$ cat src/assert_macros.svh
// assertion macros used by the top level
// no dependencies
`ifndef ASSERT_MACROS_SVH
`define ASSERT_MACROS_SVH

// property checked at every clock edge outside reset
`define ASSERT_CLK(lbl, clk, rst_n, prop, msg) \
  lbl: assert property (@(posedge clk) disable iff (!rst_n) prop) else $error(msg);

// antecedent in one cycle, consequent in the next
`define ASSERT_NEXT(lbl, clk, rst_n, ante, cons, msg) \
  lbl: assert property (@(posedge clk) disable iff (!rst_n) (ante) |=> (cons)) else $error(msg);

`endif

$ cat src/mtp_pkg.sv
// types, constants and helper functions of the media type parser
// no dependencies
package mtp_pkg;

  localparam int QDEPTH = 2;
  localparam int QPTR_W = (QDEPTH > 1) ? $clog2(QDEPTH) : 1;
  localparam int QCNT_W = $clog2(QDEPTH + 1);

  localparam logic [31:0] TOK_MAP [8] = '{
    32'h0000_0000, 32'h03ff_6800, 32'h87ff_fffe, 32'h07ff_fffe,
    32'h0000_0000, 32'h0000_0000, 32'h0000_0000, 32'h0000_0000
  };

  localparam logic [7:0] CH_SLASH  = 8'h2f;
  localparam logic [7:0] CH_SEMI   = 8'h3b;
  localparam logic [7:0] CH_SPACE  = 8'h20;
  localparam logic [7:0] CH_EQ     = 8'h3d;
  localparam logic [7:0] CH_QUOTE  = 8'h22;
  localparam logic [7:0] CH_BSLASH = 8'h5c;
  localparam logic [7:0] CH_UPPER_A = 8'h41;
  localparam logic [7:0] CH_UPPER_Z = 8'h5a;
  localparam logic [7:0] CASE_DIFF  = 8'h20;

  typedef enum logic [2:0] {
    CLS_TOK,
    CLS_SLASH,
    CLS_SEMI,
    CLS_SPACE,
    CLS_EQ,
    CLS_QUOTE,
    CLS_BSLASH,
    CLS_OTHER
  } cls_t;

  typedef enum logic [3:0] {
    PH_TYPE,
    PH_SUB,
    PH_AFTER_SUB,
    PH_NAME_LEAD,
    PH_NAME,
    PH_VAL_START,
    PH_TOKVAL,
    PH_QUOTED,
    PH_ESC,
    PH_AFTER_VAL
  } phase_t;

  typedef enum logic [1:0] {
    KIND_TYPE,
    KIND_SUB,
    KIND_NAME,
    KIND_VALUE
  } kind_t;

  typedef enum logic [3:0] {
    ST_PARSING,
    ST_ACCEPTED,
    ST_EMPTY_TYPE,
    ST_NO_SUBTYPE,
    ST_BAD_TYPE_CHAR,
    ST_EMPTY_SUBTYPE,
    ST_BAD_SUB_CHAR,
    ST_EMPTY_NAME,
    ST_BAD_NAME_CHAR,
    ST_NO_EQUALS,
    ST_EMPTY_VALUE,
    ST_TRUNC_ESC,
    ST_BAD_ESC,
    ST_OPEN_QUOTE,
    ST_BAD_VALUE_CHAR,
    ST_BAD_AFTER_VALUE
  } status_t;

  // one classified item as it travels through the queue
  typedef struct packed {
    logic       term;
    cls_t       cls;
    logic [7:0] raw;
    logic [7:0] low;
  } q_item_t;

  function automatic logic is_tok(input logic [7:0] c);
    logic [31:0] word;
    word = TOK_MAP[c[7:5]];
    return word[c[4:0]];
  endfunction

  function automatic logic [7:0] to_lower(input logic [7:0] c);
    return (c >= CH_UPPER_A && c <= CH_UPPER_Z) ? c + CASE_DIFF : c;
  endfunction

endpackage

$ cat src/mtp_if.sv
// handshake channels of the media type parser
// depends on nothing but plain logic
interface mtp_in_if;
  logic       valid;
  logic       ready;
  logic [7:0] in_byte;
  logic       is_end;

  modport source (output valid, output in_byte, output is_end, input ready);
  modport sink (input valid, input in_byte, input is_end, output ready);
endinterface

interface mtp_out_if;
  logic       valid;
  logic       ready;
  logic [7:0] out_char;
  logic       char_valid;
  logic [1:0] token_kind;
  logic       token_done;
  logic [3:0] status;

  modport source (output valid, output out_char, output char_valid, output token_kind,
                  output token_done, output status, input ready);
  modport sink (input valid, input out_char, input char_valid, input token_kind,
                input token_done, input status, output ready);
endinterface

$ cat src/mtp_front.sv
// front end: accepts input items and classifies each byte
// depends on mtp_pkg and mtp_in_if
module mtp_front import mtp_pkg::*; (
  mtp_in_if.sink    in_ch,
  input  logic      q_full,
  output logic      wr_en,
  output q_item_t   wr_item
);

  cls_t cls;

  always_comb begin
    if (is_tok(in_ch.in_byte)) begin
      cls = CLS_TOK;
    end else begin
      unique case (in_ch.in_byte)
        CH_SLASH:  cls = CLS_SLASH;
        CH_SEMI:   cls = CLS_SEMI;
        CH_SPACE:  cls = CLS_SPACE;
        CH_EQ:     cls = CLS_EQ;
        CH_QUOTE:  cls = CLS_QUOTE;
        CH_BSLASH: cls = CLS_BSLASH;
        default:   cls = CLS_OTHER;
      endcase
    end
  end

  assign in_ch.ready  = !q_full;
  assign wr_en        = in_ch.valid && !q_full;
  assign wr_item.term = in_ch.is_end || (in_ch.in_byte == 8'h00);
  assign wr_item.cls  = cls;
  assign wr_item.raw  = in_ch.in_byte;
  assign wr_item.low  = to_lower(in_ch.in_byte);

endmodule

$ cat src/mtp_queue.sv
// short queue of classified items between front and back end
// depends on mtp_pkg
module mtp_queue import mtp_pkg::*; (
  input  logic    clk,
  input  logic    rst_n,
  input  logic    wr_en,
  input  q_item_t wr_item,
  input  logic    rd_en,
  output q_item_t rd_item,
  output logic    q_valid,
  output logic    q_full
);

  q_item_t             mem_r [QDEPTH];
  logic [QPTR_W-1:0]   wr_ptr_r, wr_ptr_nxt;
  logic [QPTR_W-1:0]   rd_ptr_r, rd_ptr_nxt;
  logic [QCNT_W-1:0]   cnt_r, cnt_nxt;

  function automatic logic [QPTR_W-1:0] ptr_inc(input logic [QPTR_W-1:0] p);
    return (p == QPTR_W'(QDEPTH - 1)) ? '0 : p + QPTR_W'(1);
  endfunction

  always_comb begin
    wr_ptr_nxt = wr_en ? ptr_inc(wr_ptr_r) : wr_ptr_r;
    rd_ptr_nxt = rd_en ? ptr_inc(rd_ptr_r) : rd_ptr_r;
    cnt_nxt    = cnt_r;
    if (wr_en && !rd_en) begin
      cnt_nxt = cnt_r + QCNT_W'(1);
    end else if (!wr_en && rd_en) begin
      cnt_nxt = cnt_r - QCNT_W'(1);
    end
  end

  always_ff @(posedge clk) begin
    if (!rst_n) begin
      wr_ptr_r <= '0;
      rd_ptr_r <= '0;
      cnt_r    <= '0;
    end else begin
      wr_ptr_r <= wr_ptr_nxt;
      rd_ptr_r <= rd_ptr_nxt;
      cnt_r    <= cnt_nxt;
    end
  end

  always_ff @(posedge clk) begin
    if (wr_en) begin
      mem_r[wr_ptr_r] <= wr_item;
    end
  end

  assign rd_item = mem_r[rd_ptr_r];
  assign q_valid = (cnt_r != '0);
  assign q_full  = (cnt_r == QCNT_W'(QDEPTH));

endmodule

$ cat src/mtp_back.sv
// back end: parser state machine and output register
// depends on mtp_pkg and mtp_out_if
module mtp_back import mtp_pkg::*; (
  input  logic      clk,
  input  logic      rst_n,
  input  logic      q_valid,
  input  q_item_t   rd_item,
  output logic      rd_en,
  mtp_out_if.source out_ch
);

  phase_t     phase_r, phase_nxt;
  logic       nonempty_r, nonempty_nxt;
  status_t    verdict_r, verdict_nxt;

  logic       out_valid_r, out_valid_nxt;
  logic [7:0] out_char_r, out_char_nxt;
  logic       char_valid_r, char_valid_nxt;
  kind_t      kind_r, kind_nxt;
  logic       done_r, done_nxt;
  status_t    status_r, status_nxt;

  status_t    v;
  logic       put_en, close_en;
  logic [7:0] put_char;
  kind_t      put_kind, close_kind;
  logic       term;
  cls_t       cls;

  assign rd_en = q_valid && (!out_valid_r || out_ch.ready);
  assign term  = rd_item.term;
  assign cls   = rd_item.cls;

  always_comb begin
    phase_nxt  = phase_r;
    v          = verdict_r;
    put_en     = 1'b0;
    put_char   = rd_item.low;
    put_kind   = KIND_TYPE;
    close_en   = 1'b0;
    close_kind = KIND_TYPE;

    if (verdict_r == ST_PARSING) begin
      unique case (phase_r) inside
        PH_TYPE: begin
          if (term) begin
            v = ST_NO_SUBTYPE;
          end else if (cls == CLS_SLASH) begin
            if (!nonempty_r) begin
              v = ST_EMPTY_TYPE;
            end else begin
              close_en  = 1'b1;
              phase_nxt = PH_SUB;
            end
          end else if (cls != CLS_TOK) begin
            v = ST_BAD_TYPE_CHAR;
          end else begin
            put_en = 1'b1;
          end
        end
        PH_SUB: begin
          close_kind = KIND_SUB;
          put_kind   = KIND_SUB;
          if (term || cls == CLS_SEMI || cls == CLS_SPACE) begin
            if (!nonempty_r) begin
              v = ST_EMPTY_SUBTYPE;
            end else begin
              close_en = 1'b1;
              if (term) begin
                v = ST_ACCEPTED;
              end else begin
                phase_nxt = (cls == CLS_SEMI) ? PH_NAME_LEAD : PH_AFTER_SUB;
              end
            end
          end else if (cls != CLS_TOK) begin
            v = ST_BAD_SUB_CHAR;
          end else begin
            put_en = 1'b1;
          end
        end
        PH_AFTER_SUB: begin
          if (term) begin
            v = ST_ACCEPTED;
          end else if (cls == CLS_SEMI) begin
            phase_nxt = PH_NAME_LEAD;
          end else if (cls != CLS_SPACE) begin
            v = ST_ACCEPTED;
          end
        end
        PH_NAME_LEAD, PH_NAME: begin
          close_kind = KIND_NAME;
          put_kind   = KIND_NAME;
          if (phase_r == PH_NAME_LEAD && !term && cls == CLS_SPACE) begin
            phase_nxt = phase_r;
          end else if (term || cls == CLS_EQ) begin
            if (!nonempty_r) begin
              v = ST_EMPTY_NAME;
            end else if (term) begin
              v = ST_NO_EQUALS;
            end else begin
              close_en  = 1'b1;
              phase_nxt = PH_VAL_START;
            end
          end else if (cls != CLS_TOK) begin
            v = ST_BAD_NAME_CHAR;
          end else begin
            put_en    = 1'b1;
            phase_nxt = PH_NAME;
          end
        end
        PH_VAL_START, PH_TOKVAL: begin
          close_kind = KIND_VALUE;
          put_kind   = KIND_VALUE;
          put_char   = rd_item.raw;
          if (phase_r == PH_VAL_START && !term && cls == CLS_QUOTE) begin
            phase_nxt = PH_QUOTED;
          end else if (term || cls == CLS_SEMI || cls == CLS_SPACE) begin
            if (!nonempty_r) begin
              v = ST_EMPTY_VALUE;
            end else begin
              close_en = 1'b1;
              if (term) begin
                v = ST_ACCEPTED;
              end else begin
                phase_nxt = (cls == CLS_SEMI) ? PH_NAME_LEAD : PH_AFTER_VAL;
              end
            end
          end else if (cls != CLS_TOK) begin
            v = ST_BAD_VALUE_CHAR;
          end else begin
            put_en    = 1'b1;
            phase_nxt = PH_TOKVAL;
          end
        end
        PH_QUOTED: begin
          close_kind = KIND_VALUE;
          put_kind   = KIND_VALUE;
          put_char   = rd_item.raw;
          if (term) begin
            v = nonempty_r ? ST_OPEN_QUOTE : ST_EMPTY_VALUE;
          end else if (cls == CLS_QUOTE) begin
            if (!nonempty_r) begin
              v = ST_EMPTY_VALUE;
            end else begin
              close_en  = 1'b1;
              phase_nxt = PH_AFTER_VAL;
            end
          end else if (cls == CLS_BSLASH) begin
            phase_nxt = PH_ESC;
          end else begin
            put_en = 1'b1;
          end
        end
        PH_ESC: begin
          put_kind = KIND_VALUE;
          put_char = rd_item.raw;
          if (term) begin
            v = ST_TRUNC_ESC;
          end else if (cls == CLS_QUOTE || cls == CLS_BSLASH) begin
            put_en    = 1'b1;
            phase_nxt = PH_QUOTED;
          end else begin
            v = ST_BAD_ESC;
          end
        end
        PH_AFTER_VAL: begin
          if (term) begin
            v = ST_ACCEPTED;
          end else if (cls == CLS_SEMI) begin
            phase_nxt = PH_NAME_LEAD;
          end else if (cls != CLS_SPACE) begin
            v = ST_BAD_AFTER_VALUE;
          end
        end
        default: begin
          phase_nxt = PH_TYPE;
        end
      endcase
    end

    nonempty_nxt   = nonempty_r;
    out_char_nxt   = 8'h00;
    char_valid_nxt = 1'b0;
    kind_nxt       = KIND_TYPE;
    done_nxt       = 1'b0;
    if (put_en) begin
      out_char_nxt   = put_char;
      char_valid_nxt = 1'b1;
      kind_nxt       = put_kind;
      nonempty_nxt   = 1'b1;
    end
    if (close_en) begin
      done_nxt     = 1'b1;
      kind_nxt     = close_kind;
      nonempty_nxt = 1'b0;
    end
    status_nxt  = v;
    verdict_nxt = v;

    // terminator: report, then back to the reset state
    if (term) begin
      phase_nxt    = PH_TYPE;
      nonempty_nxt = 1'b0;
      verdict_nxt  = ST_PARSING;
    end

    if (rd_en) begin
      out_valid_nxt = 1'b1;
    end else if (out_ch.ready) begin
      out_valid_nxt = 1'b0;
    end else begin
      out_valid_nxt = out_valid_r;
    end
  end

  always_ff @(posedge clk) begin
    if (!rst_n) begin
      phase_r     <= PH_TYPE;
      nonempty_r  <= 1'b0;
      verdict_r   <= ST_PARSING;
      out_valid_r <= 1'b0;
    end else begin
      out_valid_r <= out_valid_nxt;
      if (rd_en) begin
        phase_r    <= phase_nxt;
        nonempty_r <= nonempty_nxt;
        verdict_r  <= verdict_nxt;
      end
    end
  end

  always_ff @(posedge clk) begin
    if (rd_en) begin
      out_char_r   <= out_char_nxt;
      char_valid_r <= char_valid_nxt;
      kind_r       <= kind_nxt;
      done_r       <= done_nxt;
      status_r     <= status_nxt;
    end
  end

  assign out_ch.valid      = out_valid_r;
  assign out_ch.out_char   = out_char_r;
  assign out_ch.char_valid = char_valid_r;
  assign out_ch.token_kind = kind_r;
  assign out_ch.token_done = done_r;
  assign out_ch.status     = status_r;

endmodule

$ cat src/media_type_parser.sv
// top level of the media type parser: front end, item queue, back end
// depends on mtp_pkg, mtp_if, mtp_front, mtp_queue, mtp_back and assert_macros.svh
//
// Checks a media type string such as "text/html; charset=utf-8", one byte per
// item, and gives one result item per input item: the emitted token character
// (type, subtype and parameter name lowercased, values as written, quoted values
// unquoted and unescaped), the token kind, a token-end mark and a status that
// holds once a verdict is reached. A zero byte or a set is_end ends the string
// and returns the parser to its start state. One item per clock is sustained while
// the output is not stalled. The front end is combinational, so an accepted item
// is written into the queue, and the back end moves it from there into the output
// register. A two-entry queue absorbs input items while the output is stalled;
// input ready drops when the queue is full.
`include "assert_macros.svh"

module media_type_parser import mtp_pkg::*; (
  input  logic      clk,
  input  logic      rst_n,
  mtp_in_if.sink    in_ch,
  mtp_out_if.source out_ch
);

  q_item_t wr_item;
  q_item_t rd_item;
  logic    wr_en;
  logic    rd_en;
  logic    q_valid;
  logic    q_full;

  mtp_front u_front (
    .in_ch   (in_ch),
    .q_full  (q_full),
    .wr_en   (wr_en),
    .wr_item (wr_item)
  );

  mtp_queue u_queue (
    .clk     (clk),
    .rst_n   (rst_n),
    .wr_en   (wr_en),
    .wr_item (wr_item),
    .rd_en   (rd_en),
    .rd_item (rd_item),
    .q_valid (q_valid),
    .q_full  (q_full)
  );

  mtp_back u_back (
    .clk     (clk),
    .rst_n   (rst_n),
    .q_valid (q_valid),
    .rd_item (rd_item),
    .rd_en   (rd_en),
    .out_ch  (out_ch)
  );

  `ASSERT_CLK(a_char_only_parsing, clk, rst_n,
              (out_ch.valid && out_ch.char_valid) |-> (out_ch.status == ST_PARSING),
              "character emitted after a verdict")
  `ASSERT_CLK(a_char_or_done, clk, rst_n,
              out_ch.valid |-> !(out_ch.char_valid && out_ch.token_done),
              "character and token end in one item")
  `ASSERT_CLK(a_pop_needs_room, clk, rst_n,
              rd_en |-> (!out_ch.valid || out_ch.ready),
              "queue popped into a held output")
  `ASSERT_NEXT(a_full_blocks_input, clk, rst_n,
               out_ch.valid && !out_ch.ready && q_full, !in_ch.ready,
               "input taken while queue full and output stalled")

endmodule
$ cat src/flat_wrapper.sv
// flat-port wrapper written by rule: the top's interface ports become plain ports
module media_type_parser_flat import mtp_pkg::*;
  (clk, rst_n, in_ch_valid, in_ch_in_byte, in_ch_is_end, in_ch_ready, out_ch_valid, out_ch_out_char, out_ch_char_valid, out_ch_token_kind, out_ch_token_done, out_ch_status, out_ch_ready);
  mtp_in_if in_ch_i ();
  mtp_out_if out_ch_i ();
  input  logic clk;
  input  logic rst_n;
  input wire logic [$bits(in_ch_i.valid)-1:0] in_ch_valid;
  input wire logic [$bits(in_ch_i.in_byte)-1:0] in_ch_in_byte;
  input wire logic [$bits(in_ch_i.is_end)-1:0] in_ch_is_end;
  output wire logic [$bits(in_ch_i.ready)-1:0] in_ch_ready;
  output wire logic [$bits(out_ch_i.valid)-1:0] out_ch_valid;
  output wire logic [$bits(out_ch_i.out_char)-1:0] out_ch_out_char;
  output wire logic [$bits(out_ch_i.char_valid)-1:0] out_ch_char_valid;
  output wire logic [$bits(out_ch_i.token_kind)-1:0] out_ch_token_kind;
  output wire logic [$bits(out_ch_i.token_done)-1:0] out_ch_token_done;
  output wire logic [$bits(out_ch_i.status)-1:0] out_ch_status;
  input wire logic [$bits(out_ch_i.ready)-1:0] out_ch_ready;
  assign in_ch_i.valid = in_ch_valid;
  assign in_ch_i.in_byte = in_ch_in_byte;
  assign in_ch_i.is_end = in_ch_is_end;
  assign in_ch_ready = in_ch_i.ready;
  assign out_ch_valid = out_ch_i.valid;
  assign out_ch_out_char = out_ch_i.out_char;
  assign out_ch_char_valid = out_ch_i.char_valid;
  assign out_ch_token_kind = out_ch_i.token_kind;
  assign out_ch_token_done = out_ch_i.token_done;
  assign out_ch_status = out_ch_i.status;
  assign out_ch_i.ready = out_ch_ready;
  media_type_parser u_core (.clk(clk), .rst_n(rst_n), .in_ch(in_ch_i), .out_ch(out_ch_i));
endmodule
$ cat config.mk
export PLATFORM = sky130hd
export DESIGN_NAME = media_type_parser_flat
export DESIGN_NICKNAME = d
export VERILOG_FILES = /design/src/mtp_pkg.sv /design/src/mtp_if.sv /design/src/mtp_front.sv /design/src/mtp_queue.sv /design/src/mtp_back.sv /design/src/media_type_parser.sv /design/src/flat_wrapper.sv
export VERILOG_INCLUDE_DIRS = /design/src /design/src/src
export SDC_FILE = /design/constraint.sdc
export NUM_CORES = 1
export LEC_CHECK = 0
export BUFFER_PORTS_ARGS = -buffer_cell sky130_fd_sc_hd__buf_2
export CORE_MARGIN = 3
export CORE_UTILIZATION = 36
export DETAILED_ROUTE_END_ITERATION = 7
export GPL_TIMING_DRIVEN = 0
export PLACE_DENSITY_LB_ADDON = 0.15
export SYNTH_ARGS = -nofsm -noshare
export SYNTH_HDL_FRONTEND = slang
export SYNTH_SLANG_ARGS = --single-unit
$ cat constraint.sdc
create_clock -name clk -period 6.2 [get_ports clk]
set_input_delay 1.86 -clock clk [delete_from_list [all_inputs] [get_ports clk]]
set_output_delay 1.86 -clock clk [all_outputs]
set_load 0.005 [all_outputs]
==> results.cfg <==
[place]
dp_hpwl_um = 8356
portBuffers = 29
place_congestion = 0.9566
place_ws_ns = 2.324

[synth]
syn-num-nets = 441
yosys_warnings = 0
yosys_register_bits = 61
yosysTopAreaCell = edfxtp_1
synthCells = 424
syn_area_mm2 = 0.003974
synthArstFlopShare_pct = 0
yosys-top-cells-area = edfxtp_1, dfxtp_1, a21oi_1
synth_top_flop_cell = edfxtp_1
syn_area_per_cell_um2 = 9.372
synth_cell_types = 76
synth_edf_count = 46
yosysSeqAreaShare_pct = 42.32
synth_top_cell_area_share_pct = 34.76

[worst_setup_path]
slowest_stage = clkbuf_1
critical_path.top_delay_family = buffers and inverters
crit_chain = buf_2, nor2b_1, o21bai_1, clkbuf_1, ha_1, or3_1, a21boi_0
path_max_fanout = 10
worstSetupEndpointType = flop
required_ns = 6.49
slowest_delay_ns = 0.55
path_class = in2reg
cp_data_arrival_time_ns = 3.81
startpoint_type = input pin
crit_buf_inv = 2

[power_and_ir_drop]
ir_worst_vdd_uv = 215.6
leakage_nw = 1.659
p_per_area_mw_per_mm2 = 353.5

[final_layout]
drive_above_1_share_pct = 18.34
antennaDiodeCount = 0
fillers = 1034
nets = 481
final_util_pct = 42.64
syn_to_final_growth_pct = 12.75

[die]
die_h_um = 111.1
die_area_mm2 = 0.01234
pin_count = 31
start_util_pct = 37.81
coreArea_mm2 = 0.01051
num_rows = 37
die_x_um = 111.1

[clocking]
cts_max_level = 3
clk_pin_slew_ns = 0.08
post-cts-setup-buffers = 0
cts_tree = done
clkLatencyLatePin_ns = 0.36
cts_sinks = 61
holdBufCountCts = 0
numCtsBuffers = 9
clockBufferDepth = 2
postCtsResizedCells = 0
cts_root_buf = clkbuf_8

[route]
drt-initial-drc-count = 292
drt-pass1-iter-count = 5
drc = 0
routedWlPerCell_um = 18.93
drt-total-wl_um = 11450
routed_via_density = 5.817
final_antenna_net_count = 0
vias = 3519

[global_routing]
antenna_found_initial = 0
grt_usage_pct = 18.77
grt_overflow_total = 0
grt_max_degree = 18
grt_first_pass_wirelength_um = 18440
grt_pass1_vias = 3378

[sta]
post-route-period-util_pct = 56.78
fin_tns_setup_ns = 0
worst_pin_slew_ns = 0.9218
finClkSkew_ns = 0.01321
rsz0062_at_grt = no
timing.final.crit_period_ns = 3.520
hold_violations = 0
fin_ws_ns = 2.680
slew_violations = 0
finalSetupViolCount = 0
fmax_ghz = 0.2841
slew_headroom_pct = 36.79

[worst_hold_path]
worst_hold_path_type = reg2reg

[flow_run]
cap_violations = 0

[outcome]
status = finished, final reports clean
## worst paths after layout
kind,slack (ns),from,end,cells after the start
max,2.68,out_ch_ready,u_core.u_queue.cnt_r[1]$_SDFFE_PN0P_,7
min,0.54,u_core.u_queue.cnt_r[1]$_SDFFE_PN0P_,u_core.u_queue.cnt_r[1]$_SDFFE_PN0P_,2
max reg2reg,3.29,flop,u_core.u_back.out_ch.token_kind[0]$_DFFE_PP_,8
min reg2reg,0.54,u_core.u_queue.cnt_r[1]$_SDFFE_PN0P_,u_core.u_queue.cnt_r[1]$_SDFFE_PN0P_,2
## metal layers
layer / global-route usage, % / up-vias / routed length, um
met5: 0 / - / 0
met4: 8.678 / 0 / 427
met3: 4.803 / 31 / 719
met2: 26.74 / 117 / 4811
met1: 26.58 / 1684 / 5494
li1: - / 1687 / -
## placed cells by master, fill, tap and decap left out, drive strengths merged, types with 4 or more instances in the layout
master,count
nand2,27
o31ai,5
o211ai,4
a21o,4
and2,9
nand3,5
dfxtp,15
ha,4
buf,47
inv,11
clkinv,4
nand2b,12
clkbuf,24
nor4,6
o21bai,4
a21oi,36
nor2,37
nor3,13
nand3b,6
and3,5
o22ai,4
a31oi,9
a21boi,4
o21ai,29
mux2i,8
xor2,4
edfxtp,46
mux2,6
nor2b,10
## cells in the mapped netlist (all sizes together) (4+ instances only)
| cell | n |
|---|---|
| edfxtp | 46 |
| a21oi | 36 |
| a21o | 4 |
| o211ai | 4 |
| nor4 | 6 |
| nand3 | 5 |
| xor2 | 4 |
| a31oi | 9 |
| ha | 4 |
| o21bai | 4 |
| o31ai | 5 |
| nand3b | 6 |
| a21boi | 4 |
| nand2b | 12 |
| nand2 | 27 |
| and2 | 9 |
| nor2b | 10 |
| nor3 | 13 |
| mux2 | 6 |
| nor2 | 37 |
| clkbuf | 15 |
| buf | 18 |
| dfxtp | 15 |
| inv | 10 |
| o22ai | 4 |
| o21ai | 29 |
| and3 | 5 |
| mux2i | 8 |
## registers in the layout (all words and copies together), names as in the netlist, 2 cells and up, named ones only
register                         flops
u_core.u_back.out_ch.out_char        8
u_core.u_back.out_ch.status          4
u_core.u_back.out_ch.token_kind      2
u_core.u_back.phase_r                4
u_core.u_back.verdict_r              4
u_core.u_queue.cnt_r                 2
u_core.u_queue.mem_r                30
## cell type report
cell class | instances | area, um^2 | share of cell area [%]
clock buffers | 9 | 123.9 | 2.765
well taps | 136 | 170.2 | 3.798
multi-input cells | 320 | 2102 | 46.91
plain buffers | 33 | 155.1 | 3.463
inverters | 10 | 37.54 | 0.8378
flip-flops and latches | 61 | 1682 | 37.53
clock inverters | 7 | 65.06 | 1.452
repair buffers | 29 | 145.1 | 3.239
## stage by stage
step                      hold WS (ns)  instance area (um^2)  std cells  power [mW]
after global routing            0.6003                  4481        605       1.685
after detailed placement        0.5385                  4289        589       1.234
after floorplan                 0.4905                  3974        424       1.032
after global placement          0.5212                  4289        589       1.231
after CTS                       0.5623                  4478        605       1.591
final                           0.5440                  4481        605       1.584
## power by group
part	internal, mW	total (mW)	switching [mW]	leakage [nW]
combinational	0.236	0.639	0.404	1.01
sequential	0.561	0.594	0.0338	0.556
clock	0.183	0.350	0.167	0.0968
total	0.980	1.58	0.604	1.66
## worst min-delay path, stage by stage (launching register included)
cell	delay, ns
dfxtp_1	0.35
o21ai_0	0.08
a21boi_0	0.07
## logic make-up after synthesis
group | after synthesis | synth area share [%]
simple gates | 157 | 22.07
compound gates | 132 | 21.79
flops | 61 | 42.32
buf+inv | 43 | 4.849
mux | 17 | 5.415
xor+xnor | 7 | 1.543
fa+ha+maj | 7 | 2.015
No activity file was read; power rests on OpenSTA's default activity.
